$ cat src/rtl/core/rc4_ram.sv
// Generic single-port RAM, one access per cycle, registered read data.
// No package dependency.
module rc4_ram #(
	parameter int WIDTH = 8,
	parameter int DEPTH = 256
) (
	input  logic                     clk,
	input  logic                     en,
	input  logic                     we,
	input  logic [$clog2(DEPTH)-1:0] addr,
	input  logic [WIDTH-1:0]         wdata,
	output logic [WIDTH-1:0]         rdata
);

	logic [WIDTH-1:0] mem_q [DEPTH];
	logic [WIDTH-1:0] rdata_q;

	// Write, or read into the output register (held otherwise)
	always_ff @(posedge clk) begin
		if (en) begin
			if (we) begin
				mem_q[addr] <= wdata;
			end else begin
				rdata_q <= mem_q[addr];
			end
		end
	end

	assign rdata = rdata_q;

endmodule

$ cat config.mk
export PLATFORM = sky130hd
export DESIGN_NAME = rc4_ram
export DESIGN_NICKNAME = d
export VERILOG_FILES = /design/src/rtl/core/rc4_ram.sv
export SDC_FILE = /design/constraint.sdc
export NUM_CORES = 2
export LEC_CHECK = 0
export ABC_AREA = 1
export BUFFER_PORTS_ARGS = -buffer_cell sky130_fd_sc_hd__buf_2
export CORE_MARGIN = 2
export CORE_UTILIZATION = 35
export DETAILED_ROUTE_END_ITERATION = 12
export HOLD_SLACK_MARGIN = 0.05
export PLACE_DENSITY_LB_ADDON = 0.08
export SYNTH_ARGS = -nofsm -noshare
export SYNTH_HDL_FRONTEND = slang
export SYNTH_SLANG_ARGS = --single-unit
$ cat constraint.sdc
create_clock -name clk -period 2.08 [get_ports clk]
set_input_delay 0.208 -clock clk [delete_from_list [all_inputs] [get_ports clk]]
set_output_delay 0.208 -clock clk [all_outputs]
set_load 0.02 [all_outputs]
==> impl_results.md <==
- VDD IR max: 0.0007251 V
- Post-synth top area cell: edfxtp_1
- Iteration-0 DRC Markers: roughly 4800
- Via/cell ratio: roughly 4.8
- CTS root buffer: clkbuf_16
- Post-synth ARST share: 0%
- Cell Chain, Critical Path: nand2_1 > nand2_1 > nand2_1 > nand3_2 > nand2_1 > nand2_1 > o21ai_1 > buf_4 > nand2_1 > nor2_2 > buf_6 > nor2_1 > nor2_1 > buf_4 > nand2_1
- Htree depth: 4
- GR Util All Layers: between 20% and 30%
- Hold Path Sink: rdata[5]$_DFFE_PP_
- Synthesized instance count: 7960
- Layout cell share with drive strength beyond 1: approximately an eighth
- Critical Path AT: 2.61 ns
- Routability-driven placement congestion ratio: about 0.85
- Core area: between 200000 and 250000 um2
- Critical Path Start Type: flop
- Register bit count reported by yosys: 2056
- Worst-case clock skew: 0.03356 ns
- Row count: 180
- WL/cell: 22.31 um
- CTS tree: yes
- CTS Buf Count: 225
- Die Y: about 500 um
- R2r endpoint: rdata[0]$_DFFE_PP_
- Crit path top cell by count: nand2_1
- Setup-failing EPs final: 0
- CTS Sinks: 2056
- Met3 usage: 3.274%
- First-pass GRT wire length: just under 400000 um
- Post-synth EDFFs: 2056
- I/O pins: 27
- Critical path class: reg2reg
- RSZ-0062 raised after global routing: yes
- Setup ws final: 0.08159 ns
- Hold path depth: 7
- Antenna Nets Post-Route: 0
- Register area: 61740 um2
- Overflow after GRT: 0
- Antenna violations before repair: 8
- Synth cell count leaders: 4695 x nand2_1, 2056 x edfxtp_1, 345 x nor2_1
- Total Neg Setup Slack: 0 ns
- Outcome: finished, final reports clean
- Worst EP required: roughly 2.7 ns
- Critical Path Fanout Max: 1
- Area of the die: 246300 um2
- Fin crit period: 1.998 ns
- Fill cells: roughly 23000
- Area of the multi-input gates: approximately 21000 um2
- Critical path's largest stage delay: between 0.3 and 0.4 ns
- R2r setup slk: around 0.082 ns
- CTS Buffer Depth: 3
- Nets: approximately 8600
- Synth top area cells: edfxtp_1 73%, nand2_1 21%, nor2_1 1.5%
- Peak-usage layer in the global routing report: met2
- Pin count of the biggest net entering global routing: 93
- Post-DP HPWL: 168300 um
- Worst slew margin: between 40% and 50%
- Min-delay src: addr[7]
- Crit Reg-Reg Startpoint: mem_q[185][0]$_DFFE_PP_
- Starting Density: between 30% and 40%
- Drc violations: 0
- Lkg Pwr: a little over 40 nW
- Cell area after synthesis: between 80000 and 90000 um2
- Top-count cell post-synth: nand2_1
- Area Overhead vs Synth: 20.21%
- M1 GR Usage: between 30% and 40%
- M2 GR Usage: roughly a third
- Worst Tran Pin Value: between 0.8 and 0.9 ns
- Netlist cell types: 14
- Via count: about 57000
- Final core occ: around 42%
- CTS clk-pin slew, worst paths: 0.06 ns
- Chip width: just under 500 um
- Main flop type after synthesis: edfxtp_1
- Syn avg cell area: about 11 um2
- Ys Warns: 0
- Final Max Slew Viols: 0
- Tightest Hold Check Type: in2reg
- Final Power: roughly 90 mW
- Number of detailed-route iterations in the first pass: 5
- PortBufs: 26
- Sequential area share after synthesis: between 70% and 80%
- Clock Latency Late Sink: ~0.86 ns
- Worst setup EP type: flop
- Syn nets: roughly 8000
- Power density over cell area: just under 900 nW/um2
- R2R cell count: 15
- Critical Path Slowest Stage Cell: edfxtp_1
- Vias in the first global route: 56180
- Period utilization: between 90% and 100%
- Routed WL: around 270000 um
- Dpl ws: -0.8660 ns
- Achievable Freq: ~0.50 GHz
- Yosys top cell area share: ~73%
- Max Cap Violations: 0
- Postcts setup bufs: 0
- Final Hold Fails: 0
[layer usage]
metal	share of wire, %	vias up
met5	0.0049	-
li1	-	27480
met4	2.2	2
met1	47	27990
met2	46	1183
met3	4.9	341
[cells in the final DEF, fill, tap and decap left out]
| cell type | instances |
|---|---|
| nor2_1 | 325 |
| inv_6 | 6 |
| clkinv_16 | 1 |
| buf_6 | 5 |
| buf_8 | 10 |
| bufinv_16 | 13 |
| clkinv_2 | 34 |
| buf_2 | 16 |
| nand3_1 | 244 |
| diode_2 | 7 |
| nand4_1 | 40 |
| inv_16 | 4 |
| clkinv_1 | 64 |
| dlygate4sd3_1 | 10 |
| buf_4 | 587 |
| clkinvlp_4 | 4 |
| inv_1 | 11 |
| nor2_4 | 9 |
| o21ai_4 | 2 |
| nor2_2 | 11 |
| buf_12 | 149 |
| o21ai_2 | 25 |
| clkbuf_1 | 61 |
| edfxtp_1 | 2056 |
| clkbuf_16 | 227 |
| nand2_4 | 2 |
| o21ai_1 | 101 |
| nand3_2 | 12 |
| nand2_2 | 44 |
| inv_8 | 3 |
| nand2_1 | 4649 |
[area by class of cell]
class | instances | area share [%]
Clock inverter | 124 | 0.9570
Clock buffer | 288 | 5.795
Inverter | 16 | 0.09079
Multi-Input combinational cell | 5464 | 21.07
Tap cell | 3185 | 3.908
Sequential cell | 2056 | 60.54
Timing Repair Buffer | 777 | 7.625
Antenna cell | 7 | 0.01718
[how the worst max path moves through the flow]
stage                       startpoint                      to  cells past startpoint
6_report       mem_q[185][0]$_DFFE_PP_      rdata[0]$_DFFE_PP_                     15
2_1_floorplan                  addr[0]  mem_q[97][0]$_DFFE_PP_                      7
3_5_place_dp                   addr[1]      rdata[2]$_DFFE_PP_                     16
3_3_place_gp                   addr[1]      rdata[2]$_DFFE_PP_                     16
5_1_grt        mem_q[182][0]$_DFFE_PP_      rdata[0]$_DFFE_PP_                     15
4_1_cts        mem_q[137][3]$_DFFE_PP_      rdata[3]$_DFFE_PP_                     14
[worst max-delay path, delay by kind of cell, from the launching register on]
kind | cells | cell delay, ns
AND/OR/NAND/NOR | 11 | 0.83
buffers and inverters | 3 | 0.43
flip-flops | 1 | 0.36
AO/OA/AOI/OAI | 1 | 0.13
[state kept, by name (all words and copies together), names as in the netlist]
name,flops
rdata,8
mem_q,2048
[power breakdown]
| group | switching (mW) | total (mW) | internal (mW) |
|---|---|---|---|
| Combinational | 4.24 | 5.99 | 1.75 |
| Clock | 16.5 | 38.0 | 21.5 |
| Sequential | 0.0301 | 45.7 | 45.6 |
[per-stage QoR]
step / instance area [um2] / hold WS (ns) / instances
6_report: 102000 / 0.2835 / 11920
5_1_grt: 102000 / 0.2560 / 11910
4_1_cts: 101700 / 0.1877 / 11910
3_5_place_dp: 94680 / 0.5877 / 11490
3_3_place_gp: 94680 / 0.5845 / 11490
2_1_floorplan: 84840 / 0.3069 / 7960
[cells by family (layout without fill, tap and decap cells)]
logic type	count (synthesis)	count (layout)	synth area share [%]
flops	2056	2056	72.78
other cells	0	7	0
buf+inv	440	1205	2.364
simple gates	5336	5336	24.11
compound gates	128	128	0.7551
[what timing repair did]
action / 4_1_cts / 5_1_grt
hold buffers: 10 / 0
setup endpoints to repair: 7 / 8
endpoints found under the hold margin: 1657 / 0
gates resized for setup: 26 / 77
pin swaps: 7 / 45
Note: power is estimated with default switching activity, not from simulation.
