[src/rtl/core/rc4_pkg.sv]
// Shared constants, state codes and control structs for the RC4 block.
// No dependencies; imported by the RTL modules of the block except rc4_ram.
package rc4_pkg;

	localparam int MAX_KEY_BYTES = 16;
	localparam int PERM_DEPTH    = 256;
	localparam int PERM_AW       = 8;
	localparam int BYTE_W        = 8;
	localparam int KEY_LEN_W     = 5;
	localparam int KEY_WORD_W    = 64;
	localparam int KEY_WORD_BYTES = KEY_WORD_W / BYTE_W;
	localparam int KEY_IDX_W     = (MAX_KEY_BYTES > 1) ? $clog2(MAX_KEY_BYTES) : 1;
	localparam int CFG_IDX_W     = 2;

	// Configuration register indexes
	localparam logic [CFG_IDX_W-1:0] REG_KEY_LENGTH = 2'd0;
	localparam logic [CFG_IDX_W-1:0] REG_KEY_LOW    = 2'd1;
	localparam logic [CFG_IDX_W-1:0] REG_KEY_HIGH   = 2'd2;

	localparam logic [KEY_LEN_W-1:0] KEY_LEN_RESET = 5'd16;

	// Sequencer states, one-hot
	typedef enum logic [11:0] {
		ST_IDLE   = 12'b0000_0000_0001,
		ST_INIT   = 12'b0000_0000_0010,
		ST_K_RD_N = 12'b0000_0000_0100,
		ST_K_RD_A = 12'b0000_0000_1000,
		ST_K_WR_N = 12'b0000_0001_0000,
		ST_K_WR_A = 12'b0000_0010_0000,
		ST_P_RD_I = 12'b0000_0100_0000,
		ST_P_RD_J = 12'b0000_1000_0000,
		ST_P_WR_I = 12'b0001_0000_0000,
		ST_P_WR_J = 12'b0010_0000_0000,
		ST_P_RD_K = 12'b0100_0000_0000,
		ST_P_OUT  = 12'b1000_0000_0000
	} state_t;

	// Sequencer to datapath
	typedef struct packed {
		state_t st;
		logic   accept;
	} ctrl_t;

	// Datapath to sequencer
	typedef struct packed {
		logic n_last;
		logic out_free;
		logic last;
	} stat_t;

endpackage

[src/rtl/core/rc4_dpath.sv]
// Datapath: indices, counters, the shared 8-bit adder, RAM port muxing
// and the output register. Depends on rc4_pkg.
module rc4_dpath import rc4_pkg::*; (
	input  logic                  clk,
	input  logic                  arst_n,
	input  ctrl_t                 ctrl,
	output stat_t                 stat,
	input  logic [KEY_LEN_W-1:0]  key_length,
	input  logic [KEY_WORD_W-1:0] key_low_bytes,
	input  logic [KEY_WORD_W-1:0] key_high_bytes,
	input  logic [BYTE_W-1:0]     in_byte,
	input  logic                  in_last,
	output logic [BYTE_W-1:0]     out_byte,
	output logic                  out_last,
	output logic                  out_valid,
	input  logic                  out_ready,
	output logic                  ram_en,
	output logic                  ram_we,
	output logic [PERM_AW-1:0]    ram_addr,
	output logic [BYTE_W-1:0]     ram_wdata,
	input  logic [BYTE_W-1:0]     ram_rdata
);

	logic [PERM_AW-1:0]   n_q, acc_q, i_q, j_q;
	logic [BYTE_W-1:0]    hold_q, sj_q, data_q;
	logic                 last_q;
	logic [KEY_IDX_W-1:0] kpos_q, last_pos;
	logic [BYTE_W-1:0]    out_byte_q;
	logic                 out_last_q, out_valid_q;
	logic [BYTE_W-1:0]    key_bytes [MAX_KEY_BYTES];
	logic [BYTE_W-1:0]    op_a, op_b, op_c, sum;
	logic                 out_free, load_out;

	// Key byte view; positions past the two key words read as zero
	always_comb begin
		for (int k = 0; k < MAX_KEY_BYTES; k++) begin
			if (k < KEY_WORD_BYTES) begin
				key_bytes[k] = key_low_bytes[BYTE_W*k +: BYTE_W];
			end else if (k < 2*KEY_WORD_BYTES) begin
				key_bytes[k] = key_high_bytes[BYTE_W*(k-KEY_WORD_BYTES) +: BYTE_W];
			end else begin
				key_bytes[k] = '0;
			end
		end
	end

	// Last key position: length clamped to one..MAX_KEY_BYTES
	always_comb begin
		if (key_length == '0) begin
			last_pos = '0;
		end else if (int'(key_length) > MAX_KEY_BYTES) begin
			last_pos = KEY_IDX_W'(MAX_KEY_BYTES - 1);
		end else begin
			last_pos = KEY_IDX_W'(key_length - KEY_LEN_W'(1));
		end
	end

	// Shared adder operand select
	always_comb begin
		op_a = '0;
		op_b = '0;
		op_c = '0;
		unique case (ctrl.st) inside
			ST_INIT, ST_K_WR_A: begin
				op_a = n_q;
				op_b = 8'd1;
			end
			ST_K_RD_A: begin
				op_a = acc_q;
				op_b = ram_rdata;
				op_c = key_bytes[kpos_q];
			end
			ST_P_RD_I: begin
				op_a = i_q;
				op_b = 8'd1;
			end
			ST_P_RD_J: begin
				op_a = j_q;
				op_b = ram_rdata;
			end
			ST_P_RD_K: begin
				op_a = hold_q;
				op_b = sj_q;
			end
			default: ;
		endcase
	end

	assign sum = op_a + op_b + op_c;

	// RAM port select
	always_comb begin
		ram_en    = 1'b0;
		ram_we    = 1'b0;
		ram_addr  = '0;
		ram_wdata = '0;
		unique case (ctrl.st) inside
			ST_INIT: begin
				ram_en = 1'b1; ram_we = 1'b1; ram_addr = n_q; ram_wdata = n_q;
			end
			ST_K_RD_N: begin
				ram_en = 1'b1; ram_addr = n_q;
			end
			ST_K_RD_A, ST_P_RD_I, ST_P_RD_J, ST_P_RD_K: begin
				ram_en = 1'b1; ram_addr = sum;
			end
			ST_K_WR_N: begin
				ram_en = 1'b1; ram_we = 1'b1; ram_addr = n_q; ram_wdata = ram_rdata;
			end
			ST_K_WR_A: begin
				ram_en = 1'b1; ram_we = 1'b1; ram_addr = acc_q; ram_wdata = hold_q;
			end
			ST_P_WR_I: begin
				ram_en = 1'b1; ram_we = 1'b1; ram_addr = i_q; ram_wdata = ram_rdata;
			end
			ST_P_WR_J: begin
				ram_en = 1'b1; ram_we = 1'b1; ram_addr = j_q; ram_wdata = hold_q;
			end
			default: ;
		endcase
	end

	// Working registers (set before use, no reset)
	always_ff @(posedge clk) begin
		if (ctrl.accept) begin
			data_q <= in_byte;
			last_q <= in_last;
			n_q    <= '0;
			acc_q  <= '0;
			kpos_q <= '0;
		end
		case (ctrl.st)
			ST_INIT: n_q <= sum;
			ST_K_RD_A: begin
				acc_q  <= sum;
				hold_q <= ram_rdata;
			end
			ST_K_WR_A: begin
				n_q    <= sum;
				kpos_q <= (kpos_q == last_pos) ? '0 : kpos_q + KEY_IDX_W'(1);
			end
			ST_P_RD_J: hold_q <= ram_rdata;
			ST_P_WR_I: sj_q   <= ram_rdata;
			default: ;
		endcase
	end

	// Stream indices, cleared at the end of each key schedule
	always_ff @(posedge clk or negedge arst_n) begin
		if (!arst_n) begin
			i_q <= '0;
			j_q <= '0;
		end else begin
			if (ctrl.st == ST_K_WR_A && n_q == PERM_AW'(PERM_DEPTH - 1)) begin
				i_q <= '0;
				j_q <= '0;
			end else if (ctrl.st == ST_P_RD_I) begin
				i_q <= sum;
			end else if (ctrl.st == ST_P_RD_J) begin
				j_q <= sum;
			end
		end
	end

	// Output register: RAM read data holds the keystream byte in P_OUT
	assign out_free = !out_valid_q || out_ready;
	assign load_out = (ctrl.st == ST_P_OUT) && out_free;

	always_ff @(posedge clk) begin
		if (load_out) begin
			out_byte_q <= data_q ^ ram_rdata;
			out_last_q <= last_q;
		end
	end

	always_ff @(posedge clk or negedge arst_n) begin
		if (!arst_n) begin
			out_valid_q <= 1'b0;
		end else if (load_out) begin
			out_valid_q <= 1'b1;
		end else if (out_ready) begin
			out_valid_q <= 1'b0;
		end
	end

	assign out_byte  = out_byte_q;
	assign out_last  = out_last_q;
	assign out_valid = out_valid_q;

	assign stat.n_last   = (n_q == PERM_AW'(PERM_DEPTH - 1));
	assign stat.out_free = out_free;
	assign stat.last     = last_q;

endmodule

[config.mk]
export PLATFORM = sky130hd
export DESIGN_NAME = rc4_dpath
export DESIGN_NICKNAME = d
export VERILOG_FILES = /design/src/rtl/core/rc4_pkg.sv /design/src/rtl/core/rc4_dpath.sv
export SDC_FILE = /design/constraint.sdc
export NUM_CORES = 1
export LEC_CHECK = 0
export BUFFER_PORTS_ARGS = -buffer_cell sky130_fd_sc_hd__buf_2
export CAP_MARGIN = 20
export CORE_ASPECT_RATIO = 1.25
export CORE_MARGIN = 3
export CORE_UTILIZATION = 45
export DETAILED_ROUTE_END_ITERATION = 6
export GPL_ROUTABILITY_DRIVEN = 0
export GPL_TIMING_DRIVEN = 0
export PLACE_DENSITY = 0.74
export SLEW_MARGIN = 5
export SYNTH_ARGS = -nofsm -noshare
export SYNTH_HDL_FRONTEND = slang
export SYNTH_SLANG_ARGS = --single-unit
[constraint.sdc]
create_clock -name clk -period 8.1 [get_ports clk]
set_input_delay 2.025 -clock clk [delete_from_list [all_inputs] [get_ports clk]]
set_output_delay 2.025 -clock clk [all_outputs]
set_load 0.01 [all_outputs]
==> results.yml <==
min_path:
  hp-class: "reg2reg"
setup_path:
  worstPathArrival_ns: 6.22
  critPathSlowestCell: "or4_4"
  path_class: "in2out"
  path_cells: "buf_2 -> or4_4 -> buf_6 -> nor4_4 -> and3_4 -> clkbuf_8 -> a222oi_1 -> inv_1 -> a221oi_1 -> fa_1 -> inv_1 -> ha_1 -> fa_2 -> a21o_1 -> a21oi_2 -> o21bai_1 -> a21oi_2 -> xnor3_1 -> nor3b_4 -> o31ai_2 -> buf_2"
  crit_required_ns: 6.08
  slowest_delay_ns: 0.53
  cp-start-kind: "primary input"
  crit_fanout: 10
  endpoint_kind: "output pin"
detailed_routing:
  drcViolationCount: 8
  drtAntennaViolNets: 0
  first_iter_violations: 642
  vias: 4991
  dr.pass1.iters: 7
  wl_per_cell_um: 21.8
  routed_via_density: 6.22
  wirelength_um: 17500
clock_network:
  hold_buffers: 0
  cts-root-buf: "clkbuf_16"
  clock-sinks: 71
  cts_buffer_depth: 2
  cts_buffers: 9
  cts_max_level: 3
  cts_tree: "built"
  clkLatencyLatePin_ns: 0.33
  path_clk_slew_ns: 0.05
floorplanning:
  rows: 43
  die_w_um: 102
  core_mm2: 0.0111
  fp.dieH_um: 126
  io_pins: 197
  dieArea_mm2: 0.0128
  initial_utilization_pct: 46.3
cells_and_area:
  fin_area_mm2: 0.00677
  final_core_util_pct: 60.8
  fill_cells: 937
  seqCellArea_mm2: 0.00205
  drive_gt1_share_pct: 44.7
  area.growth.synth_to_final_pct: 31.1
  multi_input_area_mm2: 0.00296
  finalNetCount: 844
outcome:
  outcome: "finished with violations"
  violations: "DRC, setup timing"
synthesis:
  synthCells: 453
  synthesis.area_mm2: 0.00516
  ys.flop_type: "edfxtp_1"
  synth_edf_count: 54
  post-synth-top-count-cell: "edfxtp_1"
  synth_cell_type_count: 60
  synth_nets: 635
  async_reset_ff_share_pct: 23.9
  yosysSeqAreaShare_pct: 39.7
  synth_top_area_share_pct: 31.4
  syn_area_per_cell_um2: 11.4
  synthTopCellsByCount: "54 x edfxtp_1, 41 x nand2_1, 41 x nor2_1, 37 x mux4_2, 33 x inv_1"
  yosysTopAreaCell: "edfxtp_1"
  synth_area_leaders: "edfxtp_1 31%, mux4_2 16%, dfrtp_1 8.2%"
  ys_warn_count: 0
  ys_ff_latch: 71
global_route:
  gr-usage-all-layers_pct: 27.5
  grt_pass1_wl_um: 26300
  antenna_found_initial: 1
  overflow: 0
  grt_pass1_vias: 5054
  grt_max_degree: 18
sta:
  worst_pin_slew_ns: 0.823
  finalWorstSetupSlack_ns: -0.145
  hold_viol: 0
  setup_viol: 1
  finalCritPeriodShare_pct: 102
  skew_ns: 0.00531
  grt_setup_unrepaired: "yes"
  finalMaxSlewViolations: 0
  max-slew-margin-rel_pct: 45.0
  finalWorstPathRequiredPeriod_ns: 8.24
  fmax_mhz: 121
power_and_ir_drop:
  p_int_w: 0.000735
  p_comb_share_pct: 13.2
  seq_power_share_pct: 43.2
  p_leak_nw: 3.00
  powerDensity_mw_per_mm2: 139
  ir_worst_vdd_v: 0.000111
  p_sw_share_pct: 21.8
  pwr-share-clk_pct: 43.5
  p_switching_w: 0.000205
place:
  port_buffers: 193
  placed_area_mm2: 0.00630
  post-dp-hpwl_um: 14000
job:
  maxCapViolCount: 0
-- layout make-up --
cell class | count | area share [%]
clock inverters | 5 | 1.07
repair buffers | 199 | 14.9
clock buffers | 11 | 3.44
diodes | 1 | 0.0370
multi-input cells | 319 | 43.7
flip-flops and latches | 71 | 30.3
plain buffers | 28 | 2.18
well taps | 135 | 2.50
inverters | 34 | 1.89
-- sequential cells by signal (all words and copies together), names as in the netlist, 4 cells and up --
signal / count
kpos_q: 4
sj_q: 8
n_q: 8
hold_q: 8
out_byte: 8
j_q: 8
i_q: 8
data_q: 8
acc_q: 8
-- cells in the final DEF (no fill, tap or decap), drive strengths merged, types with 3 or more instances in the layout --
cell type and count:
inv 33, clkinv 4, nor2 42, a22oi 7
mux2i 4, mux4 37, nor3 7, buf 216
nand4 3, or2 5, dfrtp 17, fa 8
o31ai 3, nand3 10, and3 4, o211ai 4
nor4b 4, xnor2 8, a211oi 3, and2 9
o41ai 3, nand2 41, a222oi 24, xor2 11
ha 8, edfxtp 54, nor2b 7, nand2b 6
clkbuf 22, a221oi 10, nor4 4, a21oi 18
o21ai 8
-- worst paths after layout --
kind | endpoint | startpoint | slack (ns) | cells after the start
max | ram_addr[7] | ctrl[12] | -0.14 | 21
max in group asynchronous | out_valid | arst_n | 6.18 | 1
max reg2reg | j_q[7] | kpos_q[2] | 3.27 | 16
min | out_last | last_q | 0.46 | 0
min in group asynchronous | j_q[1] | arst_n | 1.62 | 1
min reg2reg | out_last | last_q | 0.46 | 0
-- worst max-delay path: cells and delay by family --
kind            cells  cell delay, ns
compound gates      7            0.94
xor+xnor            1            0.24
fa+ha+maj           3            1.14
buf+inv             6            0.74
simple gates        4            1.13
-- per-stage QoR --
| step | setup WS (ns) | cells | setup TNS (ns) | hold slack, ns | total power [W] |
|---|---|---|---|---|---|
| 2_1_floorplan | 0.0222 | 453 | 0 | 0.428 | 0.000468 |
| 3_3_place_gp | -0.907 | 781 | -1.70 | 0.442 | 0.000530 |
| 3_5_place_dp | -0.931 | 781 | -1.87 | 0.439 | 0.000534 |
| 4_1_cts | -0.149 | 801 | -0.149 | 0.454 | 0.000942 |
| 5_1_grt | -0.280 | 803 | -0.280 | 0.467 | 0.000967 |
| 6_report | -0.145 | 803 | -0.145 | 0.457 | 0.000940 |
-- repair_timing --
action | 4_1_cts | 5_1_grt
hold endpoints to repair | 0 | 0
buffers inserted | 5 | 1
resized for setup | 19 | 7
pin swaps | 6 | 0
endpoints found under the setup margin | 5 | 2
-- power groups by stage --
stage,combinational (W),clock [W],sequential [W]
final,0.000124,0.000409,0.000406
after global routing,0.000133,0.000427,0.000407
after CTS,0.000123,0.000413,0.000406
after detailed placement,0.000121,0,0.000413
after global placement,0.000117,0,0.000413
after floorplan,0.0000568,0,0.000412
-- cells by family after synthesis --
logic type,Yosys count,synth area share [%]
AOI/OAI and AO/OA,89,13.8
xor gates and xnor gates,20,3.66
adders and majority gates,17,5.24
buffers and inverters,63,4.99
DFF,71,39.7
muxes,43,17.4
and+or+nand+nor,150,15.3
-- metal layers --
| layer | track usage [%] | share of wire [%] | vias to the layer above |
|---|---|---|---|
| met5 | 0 | 0 | - |
| met4 | 15.1 | 5.6 | 0 |
| met3 | 5.15 | 10 | 69 |
| met2 | 46.3 | 50 | 373 |
| met1 | 32.6 | 34 | 2375 |
| li1 | - | - | 2174 |
Power figures use the tool's default switching activity.
