File: src/rtl/core/rc4_pkg.sv
// Shared constants, state codes and control structs for the RC4 block.
// No dependencies; imported by the RTL modules of the block except rc4_ram.
package rc4_pkg;

	localparam int MAX_KEY_BYTES = 16;
	localparam int PERM_DEPTH    = 256;
	localparam int PERM_AW       = 8;
	localparam int BYTE_W        = 8;
	localparam int KEY_LEN_W     = 5;
	localparam int KEY_WORD_W    = 64;
	localparam int KEY_WORD_BYTES = KEY_WORD_W / BYTE_W;
	localparam int KEY_IDX_W     = (MAX_KEY_BYTES > 1) ? $clog2(MAX_KEY_BYTES) : 1;
	localparam int CFG_IDX_W     = 2;

	// Configuration register indexes
	localparam logic [CFG_IDX_W-1:0] REG_KEY_LENGTH = 2'd0;
	localparam logic [CFG_IDX_W-1:0] REG_KEY_LOW    = 2'd1;
	localparam logic [CFG_IDX_W-1:0] REG_KEY_HIGH   = 2'd2;

	localparam logic [KEY_LEN_W-1:0] KEY_LEN_RESET = 5'd16;

	// Sequencer states, one-hot
	typedef enum logic [11:0] {
		ST_IDLE   = 12'b0000_0000_0001,
		ST_INIT   = 12'b0000_0000_0010,
		ST_K_RD_N = 12'b0000_0000_0100,
		ST_K_RD_A = 12'b0000_0000_1000,
		ST_K_WR_N = 12'b0000_0001_0000,
		ST_K_WR_A = 12'b0000_0010_0000,
		ST_P_RD_I = 12'b0000_0100_0000,
		ST_P_RD_J = 12'b0000_1000_0000,
		ST_P_WR_I = 12'b0001_0000_0000,
		ST_P_WR_J = 12'b0010_0000_0000,
		ST_P_RD_K = 12'b0100_0000_0000,
		ST_P_OUT  = 12'b1000_0000_0000
	} state_t;

	// Sequencer to datapath
	typedef struct packed {
		state_t st;
		logic   accept;
	} ctrl_t;

	// Datapath to sequencer
	typedef struct packed {
		logic n_last;
		logic out_free;
		logic last;
	} stat_t;

endpackage

File: src/rtl/core/rc4_ctrl.sv
// Sequencer for key schedule and keystream steps.
// Depends on rc4_pkg for state codes and the ctrl/stat structs.
module rc4_ctrl import rc4_pkg::*; (
	input  logic  clk,
	input  logic  arst_n,
	input  logic  in_valid,
	output logic  in_ready,
	input  stat_t stat,
	output ctrl_t ctrl
);

	state_t state_q, state_d;
	logic   sched_q;
	logic   accept;

	assign in_ready = (state_q == ST_IDLE);
	assign accept   = in_ready && in_valid;

	// Next-state logic
	always_comb begin
		state_d = state_q;
		unique case (state_q)
			ST_IDLE: begin
				if (accept) state_d = sched_q ? ST_P_RD_I : ST_INIT;
			end
			ST_INIT: begin
				if (stat.n_last) state_d = ST_K_RD_N;
			end
			ST_K_RD_N: state_d = ST_K_RD_A;
			ST_K_RD_A: state_d = ST_K_WR_N;
			ST_K_WR_N: state_d = ST_K_WR_A;
			ST_K_WR_A: begin
				state_d = stat.n_last ? ST_P_RD_I : ST_K_RD_N;
			end
			ST_P_RD_I: state_d = ST_P_RD_J;
			ST_P_RD_J: state_d = ST_P_WR_I;
			ST_P_WR_I: state_d = ST_P_WR_J;
			ST_P_WR_J: state_d = ST_P_RD_K;
			ST_P_RD_K: state_d = ST_P_OUT;
			ST_P_OUT: begin
				if (stat.out_free) state_d = ST_IDLE;
			end
			default: state_d = ST_IDLE;
		endcase
	end

	// State and the schedule-done flag
	always_ff @(posedge clk or negedge arst_n) begin
		if (!arst_n) begin
			state_q <= ST_IDLE;
			sched_q <= 1'b0;
		end else begin
			state_q <= state_d;
			if (state_q == ST_K_WR_A && stat.n_last) begin
				sched_q <= 1'b1;
			end else if (state_q == ST_P_OUT && stat.out_free && stat.last) begin
				sched_q <= 1'b0;
			end
		end
	end

	assign ctrl.st     = state_q;
	assign ctrl.accept = accept;

endmodule

File: config.mk
export PLATFORM = sky130hd
export DESIGN_NAME = rc4_ctrl
export DESIGN_NICKNAME = d
export VERILOG_FILES = /design/src/rtl/core/rc4_pkg.sv /design/src/rtl/core/rc4_ctrl.sv
export SDC_FILE = /design/constraint.sdc
export NUM_CORES = 1
export LEC_CHECK = 0
export ABC_AREA = 1
export BUFFER_PORTS_ARGS = -buffer_cell sky130_fd_sc_hd__clkbuf_2
export CAP_MARGIN = 30
export CORE_ASPECT_RATIO = 1.1
export CORE_UTILIZATION = 54
export CTS_CLUSTER_DIAMETER = 100
export DETAILED_ROUTE_END_ITERATION = 8
export GPL_ROUTABILITY_DRIVEN = 0
export GPL_TIMING_DRIVEN = 1
export PLACE_DENSITY = 0.81
export SYNTH_ARGS = -nofsm -noshare
export SYNTH_HDL_FRONTEND = slang
export SYNTH_SLANG_ARGS = --single-unit
File: constraint.sdc
create_clock -name clk -period 4 [get_ports clk]
set_input_delay 0.8 -clock clk [delete_from_list [all_inputs] [get_ports clk]]
set_output_delay 0.8 -clock clk [all_outputs]
set_load 0.01 [all_outputs]
==> results of run 1 <==
kinds of logic (layout without fill, tap and decap cells):
group | Yosys count | in the layout
AO/OA/AOI/OAI | 5 | 5
buffers and inverters | 24 | 46
AND/OR/NAND/NOR | 63 | 63
flip-flops | 13 | 13
layer usage:
| layer | wire length, um | track usage, % | vias up |
|---|---|---|---|
| met2 | 682 | 32.0 | 20 |
| met4 | 39 | 13.8 | 0 |
| met3 | 53 | 3.19 | 4 |
| met5 | 0 | 0 | - |
| li1 | - | - | 368 |
| met1 | 646 | 28.0 | 335 |
worst register-to-register path, cell delays in order, from the launching register on:
cell and delay, ns:
dfstp_2 0.54, inv_1 0.06, nand2_1 0.11, nor2_1 0.05, o21ai_0 0.17, nand3_1 0.10, nor2_1 0.14, nand3_2 0.08
nand2_1 0.07
cells in the final DEF (no fill, tap or decap):
cell,Yosys,layout
a21oi_2,2,2
clkbuf_1,0,1
clkbuf_2,0,19
clkbuf_4,0,3
clkinv_2,1,1
dfrtp_1,12,12
dfstp_2,1,1
inv_1,21,21
inv_2,1,1
nand2_1,24,24
nand2_2,2,2
nand2_4,2,2
nand3_1,4,4
nand3_2,1,1
nand3b_1,1,1
nand4_1,1,1
nor2_1,11,11
nor2_2,6,6
nor2_4,2,2
nor2_8,1,1
nor3_1,5,5
nor3_2,1,1
nor4_1,2,2
o21ai_0,2,2
o31ai_1,1,1
power breakdown:
| part | total (W) | switching (W) | internal (W) |
|---|---|---|---|
| combinational | 0.000243 | 0.000158 | 0.0000849 |
| clock | 0.0000820 | 0.0000433 | 0.0000387 |
| sequential | 0.000171 | 0.0000169 | 0.000154 |
| total | 0.000496 | 0.000219 | 0.000277 |
sequential cells by signal, summed over array words and instances (netlist names):
signal   count
sched_q      1
state_q     12
worst paths after layout:
kind,to,slack [ns],depth (start not counted)
worst max-delay path,ctrl[0],1.74,6
worst min-delay path,state_q[8],0.40,1
worst max register to register,state_q[0],2.63,8
worst min register to register,state_q[1],0.51,1
max in group asynchronous,state_q[0],3.31,1
min in group clk,state_q[1],0.51,1
stage by stage:
| stage | total power, W | setup slack (ns) |
|---|---|---|
| 2_1_floorplan | 0.000360 | 2.07 |
| 3_3_place_gp | 0.000411 | 2.02 |
| 3_5_place_dp | 0.000417 | 2.01 |
| 4_1_cts | 0.000499 | 1.73 |
| 5_1_grt | 0.000538 | 1.65 |
| 6_report | 0.000496 | 1.74 |
area by class of cell:
cell class	count	area (um2)
fillers	118	438
flip-flops and latches	13	327
inverters	23	87.6
repair buffers	19	95.1
multi-input cells	68	373
well taps	16	20.0
clock buffers	4	26.3
==> results.toml, run 1 <==
[die]
boundaryPins = 20
fp.dieH_um = 42.2
rows = 14
core_um2 = 1370
start_util_pct = 58.2
die_area_um2 = 1630
dieWidth_um = 38.6

[clocking]
clk_path_buf_depth = 2
holdBufCountCts = 0
clock_latency_ns = 0.28
cts_tree = "done"
clock-sinks = 13
root_buffer = "clkbuf_4"
clk_pin_slew_ns = 0.08
cts_buffers = 3
ctsResizeCount = 0
h-tree-depth = 1
cts_setup_buffers = 0

[grt]
grt_overflow = 0
grt_pass1_vias = 627
antenna_found_initial = 0
grt_max_degree = 14
grt_pass1_wl_um = 2440
grt_usage_pct = 21.4

[synthesis]
synth-xor-area-share_pct = 0
synth_compound_area_share_pct = 4.41
ys_types = 23
synth_top_area_share_pct = 37.8
synth_edf_count = 0
synthFlopType = "dfrtp_1"
synth.most_common_cell = "nand2_1"
synth_mux_area_share_pct = 0
avgSynthCellArea_um2 = 7.57
synthesis.area_um2 = 795
synthTopCellsByArea = "dfrtp_1 38%, nand2_1 11%, inv_1 9.9%"
synth_top_area_cell = "dfrtp_1"
synth_top_family_by_area = "simple AND/OR/NAND/NOR gates"
ys_top_cells_by_count = "24 x nand2_1, 21 x inv_1, 12 x dfrtp_1"
synth_adder_area_share_pct = 0
synthSimpleGateAreaFrac_pct = 42.5
async_flop_share_pct = 100
syn_inst = 105
ys_seq_elements = 13
synth_nets = 111
ys_seq_area_share_pct = 41.1
synth_warnings = 0

[worst_setup_path]
critical_path_class = "flop to output pin"
cp_common_cell = "nand2_4"
crit_family = "simple AND/OR/NAND/NOR gates"
cp_cell_sequence = "nor2_2 > nand2_4 > nor2_8 > nand2_4 > nor2_1 > clkbuf_2"
worstPathArrival_ns = 1.46
startpoint = "state_q[7]"
r2r_start = "state_q[0]"
endpoint_kind = "output pin"
crit_buf_inv = 1
startpoint_type = "flop"
critPathMaxStageDelay_ns = 0.41
critPathSlowestCell = "dfrtp_1"
path_max_fanout = 5
crit_required_ns = 3.20

[route]
ant_nets = 0
vias = 727
initialDrtViolationCount = 11
routed_via_density = 5.08
wl_per_cell_um = 9.94
drc_errors = 0
wl_um = 1420
dr.pass1.iters = 4

[sta]
worst_pin_slew_ns = 0.324
finalHoldViolCount = 0
skew_ns = 0.00575
setup_viol = 0
setup_tns_ns = 0
rsz0062_at_grt = "no"
slew-limit-headroom_pct = 78.4
fmax_mhz = 443
post-route-period-util_pct = 56.4
slew_viol_final = 0
fin_crit_ns = 2.26
holdWs_ns = 0.397

[place]
portBuffers = 19
dp_hpwl_um = 1170
dpl.cell_count = 139
place_area_um2 = 902

[cells_and_area]
finalNonFillerCells = 143
drive_gt1_share_pct = 33.1
n_antenna_cell = 0
nNetsFinal = 134
final_area_um2 = 928
fin_util_pct = 67.9
area_growth_pct = 16.9

[power]
peakVddDrop_mv = 0.306
power_density_nw_per_um2 = 534
power_leakage_nw = 0.569

[job]
max_cap_violations = 0

[run_status]
outcome = "completed"

[min_path]
min_path_type = "input pin to async pin"
(Power assumes the default switching activity.)
==> inputs of run 2 (changes only) <==
- CORE_UTILIZATION: 54 -> 46
- PLACE_DENSITY: 0.81 -> 0.73
- clock period: 4 -> 1.85 ns (I/O delays scaled with it)
==> run 2 against run 1 <==
Compared with the run above: sequential cell count is the same; power rose by 140%; non-clock buffer count grew 6; sequential share of layout area decreased by 2.4 points; utilization down 5.5 points; register-to-register slack got worse by 2.2 ns; via count decreased by 3.4%; count of clock-buffer cells in the layout did not move; critical path depth stayed put; sequential power up 120%; clock power rose by 110%; wire length is 7.9% higher; largest power group unchanged.
==> results.toml, run 2 (synthesis gave the netlist of run 1 again) <==
[clocking]
clock-sinks = 13
cts_buffers = 3
clk_path_buf_depth = 2
cts_tree = "done"
clk_pin_slew_ns = 0.08
h-tree-depth = 1
clock_latency_ns = 0.27
root_buffer = "clkbuf_4"

[worst_setup_path]
path_max_fanout = 5
endpoint_kind = "output pin"
crit_buf_inv = 1
cp_cell_sequence = "nor2_1 > nand2_2 > nor2_8 > nand2_4 > nor2_2 > buf_2"
critPathSlowestCell = "dfrtp_1"
crit_family = "simple AND/OR/NAND/NOR gates"
startpoint_type = "flop"
crit_required_ns = 1.48
rrSetupSlack_ns = 0.44
critPathMaxStageDelay_ns = 0.42
critical_path_class = "flop to output pin"
worstPathArrival_ns = 1.38

[cells_and_area]
final_cell_mix = "24 x nand2_1, 20 x inv_1, 18 x clkbuf_2"
largest_reg_flops = 12
area_growth_pct = 25.4
seq_area_um2 = 327
n_antenna_cell = 0
drive_gt1_share_pct = 36.8
largest_registers = "state_q (12), sched_q (1)"
final_common_cell = "nand2_1"
nFillCells = 147
top_register = "state_q"
multi_input_area_um2 = 392
nNetsFinal = 140

[grt]
grt_overflow = 0
grt_pass1_wl_um = 2530
grt_max_degree = 14
antenna_found_initial = 0
grt_usage_pct = 17.8
grt_pass1_vias = 633

[route]
wl_per_cell_um = 10.2
dr.pass1.iters = 4
wl_um = 1540
ant_nets = 0
drc_errors = 0
initialDrtViolationCount = 12
vias = 702
routed_via_density = 4.68

[sta]
post-route-period-util_pct = 94.6
setup_ws_ns = 0.101
skew_ns = 0.00426
setup_viol = 0
slew-limit-headroom_pct = 77.5
finalHoldViolCount = 0
holdWs_ns = 0.342
worst_pin_slew_ns = 0.337
slew_viol_final = 0
fmax_mhz = 572
fin_crit_ns = 1.75

[power]
power_leakage_nw = 0.603
p_seq_share_pct = 31.9
p_switching_w = 0.000495
pwr-share-comb_pct = 53.1
power_density_nw_per_um2 = 1170
p_sw_share_pct = 42.4
power_frac_clock_pct = 15.0
p_int_w = 0.000671
peakVddDrop_mv = 0.687

[min_path]
min_path_type = "input pin to flop"

[die]
dieWidth_um = 41.6
rows = 15
core_um2 = 1600
fp.dieH_um = 45.6
die_area_um2 = 1900
boundaryPins = 20
start_util_pct = 49.8

[job]
max_cap_violations = 0

[run_status]
outcome = "completed"

[place]
dp_hpwl_um = 1220
portBuffers = 19
pre_cts_ws_ns = 0.314
==> run 2: changes by cell type in the layout (fill, tap and decap cells not counted) <==
cell	change
nor3_4	+1
dlygate4sd3_1	+1
nor2_4	+2
nor2_1	-1
inv_2	+1
buf_2	+1
buf_4	+5
nor2_2	-1
inv_1	-1
clkbuf_2	-1
nor3_2	-1
==> run 2: what timing repair did <==
action,in CTS,in global routing
hold buffers,1,0
gates resized for setup,0,6
buffers inserted,0,5
hold endpoints to repair,6,0
setup endpoints to repair,0,2
==> run 2: final timing paths <==
check,startpoint,to,depth (start not counted)
max,state_q[9],ctrl[0],6
min in group asynchronous,arst_n,sched_q,2
max in group asynchronous,arst_n,state_q[0],2
min,in_valid,state_q[0],4
max reg2reg,state_q[9],state_q[2],9
min reg2reg,sched_q,state_q[1],1
==> run 2: power by group through the flow <==
stage | registers [W] | logic (W) | clock network, W
floorplan | 0.000389 | 0.000390 | 0
global placement | 0.000372 | 0.000517 | 0
global route | 0.000379 | 0.000691 | 0.000188
detailed placement | 0.000376 | 0.000523 | 0
CTS | 0.000369 | 0.000530 | 0.000176
finish | 0.000372 | 0.000619 | 0.000175
==> run 2: final cells by class <==
cell class | instances | area share (%)
multi-input cells | 68 | 39.3
flip-flops and latches | 13 | 32.8
clock buffers | 4 | 2.64
inverters | 23 | 8.79
repair buffers | 25 | 14.3
well taps | 17 | 2.14
==> run 2: stage by stage <==
step	instance area (um2)	TNS [ns]	std cells	total power, W	util (%)
after CTS	940	0	145	0.00108	58.9
after global placement	903	0	140	0.000889	56.6
after detailed placement	903	0	140	0.000899	56.6
final	996	0	150	0.00117	62.4
after global routing	996	-0.00187	150	0.00126	62.4
after floorplan	795	0	105	0.000779	-
==> run 2: per-layer routing <==
metal | global-route usage (%) | up-vias | share of wire [%]
met5 | 0 | - | 0
met4 | 7.74 | 0 | 0.98
met3 | 2.38 | 2 | 3.0
met2 | 30.9 | 15 | 49
met1 | 22.6 | 307 | 47
li1 | - | 378 | -
==> run 2: worst register-to-register path: stages, from the launching register on <==
cell and delay (ns):
dfrtp_1 0.42, nor2_1 0.16, nand2_2 0.13, nor2_8 0.14
nand2_4 0.08, buf_4 0.14, nor2_4 0.08, nor2_2 0.06
inv_2 0.07, a21oi_2 0.04
==> inputs of run 3 (changes only) <==
- SETUP_SLACK_MARGIN: default -> 0.4
==> run 3 against run 2 <==
Compared with the run above: die area stayed put; worst setup slack worse by 0.056 ns; clock power is 2% higher; clock skew is 0.0027 ns lower; design area is 14% higher; combinational power is 47% higher; non-clock buffer count is 12 higher; wire length is 34% higher; via count is 14% higher; count of clock-buffer cells in the layout stayed put; critical path type unchanged; highest routed layer unchanged.
==> results.toml, run 3 (synthesis gave the netlist of run 1 again) <==
[run_status]
outcome = "completed"

[grt]
grt_usage_pct = 20.6
antenna_found_initial = 0
grt_max_degree = 14
grt_pass1_wl_um = 2880
grt_pass1_vias = 679
grt_overflow = 0

[cells_and_area]
fin_util_pct = 71.2
final_cell_mix = "22 x nand2_1, 19 x inv_1, 17 x clkbuf_2"
finalNonFillerCells = 162
seq_area_um2 = 327
largest_registers = "state_q (12), sched_q (1)"
nNetsFinal = 152
largest_reg_flops = 12
drive_gt1_share_pct = 43.4
n_antenna_cell = 0
multi_input_area_um2 = 408
final_common_cell = "nand2_1"
area_growth_pct = 43.0
nFillCells = 123
top_register = "state_q"

[die]
rows = 15
fp.dieH_um = 45.6
start_util_pct = 49.8
die_area_um2 = 1900
core_um2 = 1600
dieWidth_um = 41.6
boundaryPins = 20

[sta]
fin_crit_ns = 1.81
post-route-period-util_pct = 97.6
rsz0062_at_grt = "yes"
setup_ws_ns = 0.0444
worst_pin_slew_ns = 0.343
setup_tns_ns = 0
finalHoldViolCount = 0
slew-limit-headroom_pct = 77.1
slew_viol_final = 0
holdWs_ns = 0.333
fmax_mhz = 554
skew_ns = 0.00155
setup_viol = 0

[place]
dp_hpwl_um = 1220
dpl.cell_count = 140
pre_cts_ws_ns = 0.351
portBuffers = 19

[route]
wl_per_cell_um = 12.7
vias = 802
dr.pass1.iters = 4
ant_nets = 0
wl_um = 2060
routed_via_density = 4.95
initialDrtViolationCount = 23
drc_errors = 0

[clocking]
clock-sinks = 13
clock_latency_ns = 0.28
cts_buffers = 3
cts_tree = "done"
h-tree-depth = 1
clk_path_buf_depth = 2
root_buffer = "clkbuf_4"
clk_pin_slew_ns = 0.08

[worst_setup_path]
crit_buf_inv = 2
critPathSlowestCell = "dfrtp_1"
path_max_fanout = 4
critical_path_class = "flop to output pin"
critPathMaxStageDelay_ns = 0.41
rr_endpoint = "state_q[2]"
crit_path_end = "ctrl[0]"
rrSetupSlack_ns = 0.07
cp_cell_sequence = "nor2_2 > inv_2 > nor3_4 > nand2_4 > nor2_1 > buf_2"
r2r_cells = 12
endpoint_kind = "output pin"
cp_num_cells = 6
startpoint_type = "flop"
crit_family = "simple AND/OR/NAND/NOR gates"
r2r_start = "state_q[2]"
crit_required_ns = 1.48
startpoint = "state_q[2]"
worstPathArrival_ns = 1.44

[min_path]
min_path_type = "input pin to flop"
holdPathStages = 4

[power]
power_density_nw_per_um2 = 1280
power_leakage_nw = 0.683
peakVddDrop_mv = 0.895

[job]
max_cap_violations = 0
[run 3: cell count changes in the layout (fill, tap and decap cells not counted), sizes merged]
cell,before,now
buf,6,19
clkbuf,22,21
[run 3: layer usage]
| layer | global-route usage (%) | vias up | share of wire [%] |
|---|---|---|---|
| li1 | - | 399 | - |
| met3 | 2.38 | 5 | 4.8 |
| met4 | 9.68 | 0 | 1.5 |
| met5 | 0 | - | 0 |
| met2 | 38.1 | 31 | 53 |
| met1 | 24.1 | 367 | 41 |
[run 3: area by class of cell]
class	count	share of cell area [%]
repair buffers	37	23.5
inverters	23	7.71
flip-flops and latches	13	28.7
well taps	17	1.87
multi-input cells	68	35.9
clock buffers	4	2.31
[run 3: worst min path at each step]
stage               slack (ns)      from           to
CTS                       0.35  in_valid   state_q[0]
global placement          0.29    arst_n  state_q[11]
floorplan                 0.07    arst_n      sched_q
global route              0.36  in_valid   state_q[0]
detailed placement        0.29    arst_n  state_q[10]
finish                    0.33  in_valid   state_q[0]
[run 3: timing repair]
action | 4_1_cts | 5_1_grt
pin swaps | 7 | 7
buffers inserted | 15 | 2
hold buffers | 1 | 0
resized for setup | 2 | 14
endpoints found under the hold margin | 12 | 0
endpoints found under the setup margin | 2 | 11
[run 3: power by group]
group / leakage, nW / internal [W] / switching [W] / total [W]
logic: 0.491 / 0.000439 / 0.000471 / 0.000910
registers: 0.177 / 0.000333 / 0.0000381 / 0.000371
clock network: 0.0150 / 0.0000837 / 0.0000950 / 0.000179
[run 3: metrics by stage]
stage / total power, W / area (um2)
floorplan: 0.000779 / 795
global placement: 0.000891 / 903
detailed placement: 0.000902 / 903
CTS: 0.00122 / 1060
global route: 0.00154 / 1140
finish: 0.00146 / 1140
[run 3: worst reg2reg max path, stage by stage (launching register included)]
cell and delay [ns]:
dfrtp_1 0.41, nor2_2 0.20, buf_4 0.15, buf_6 0.08, buf_6 0.08, buf_6 0.10, nand2_8 0.05, nor2_4 0.19
nand3b_1 0.14, nand2_1 0.11, nor2_2 0.06, inv_2 0.07, a21oi_2 0.04
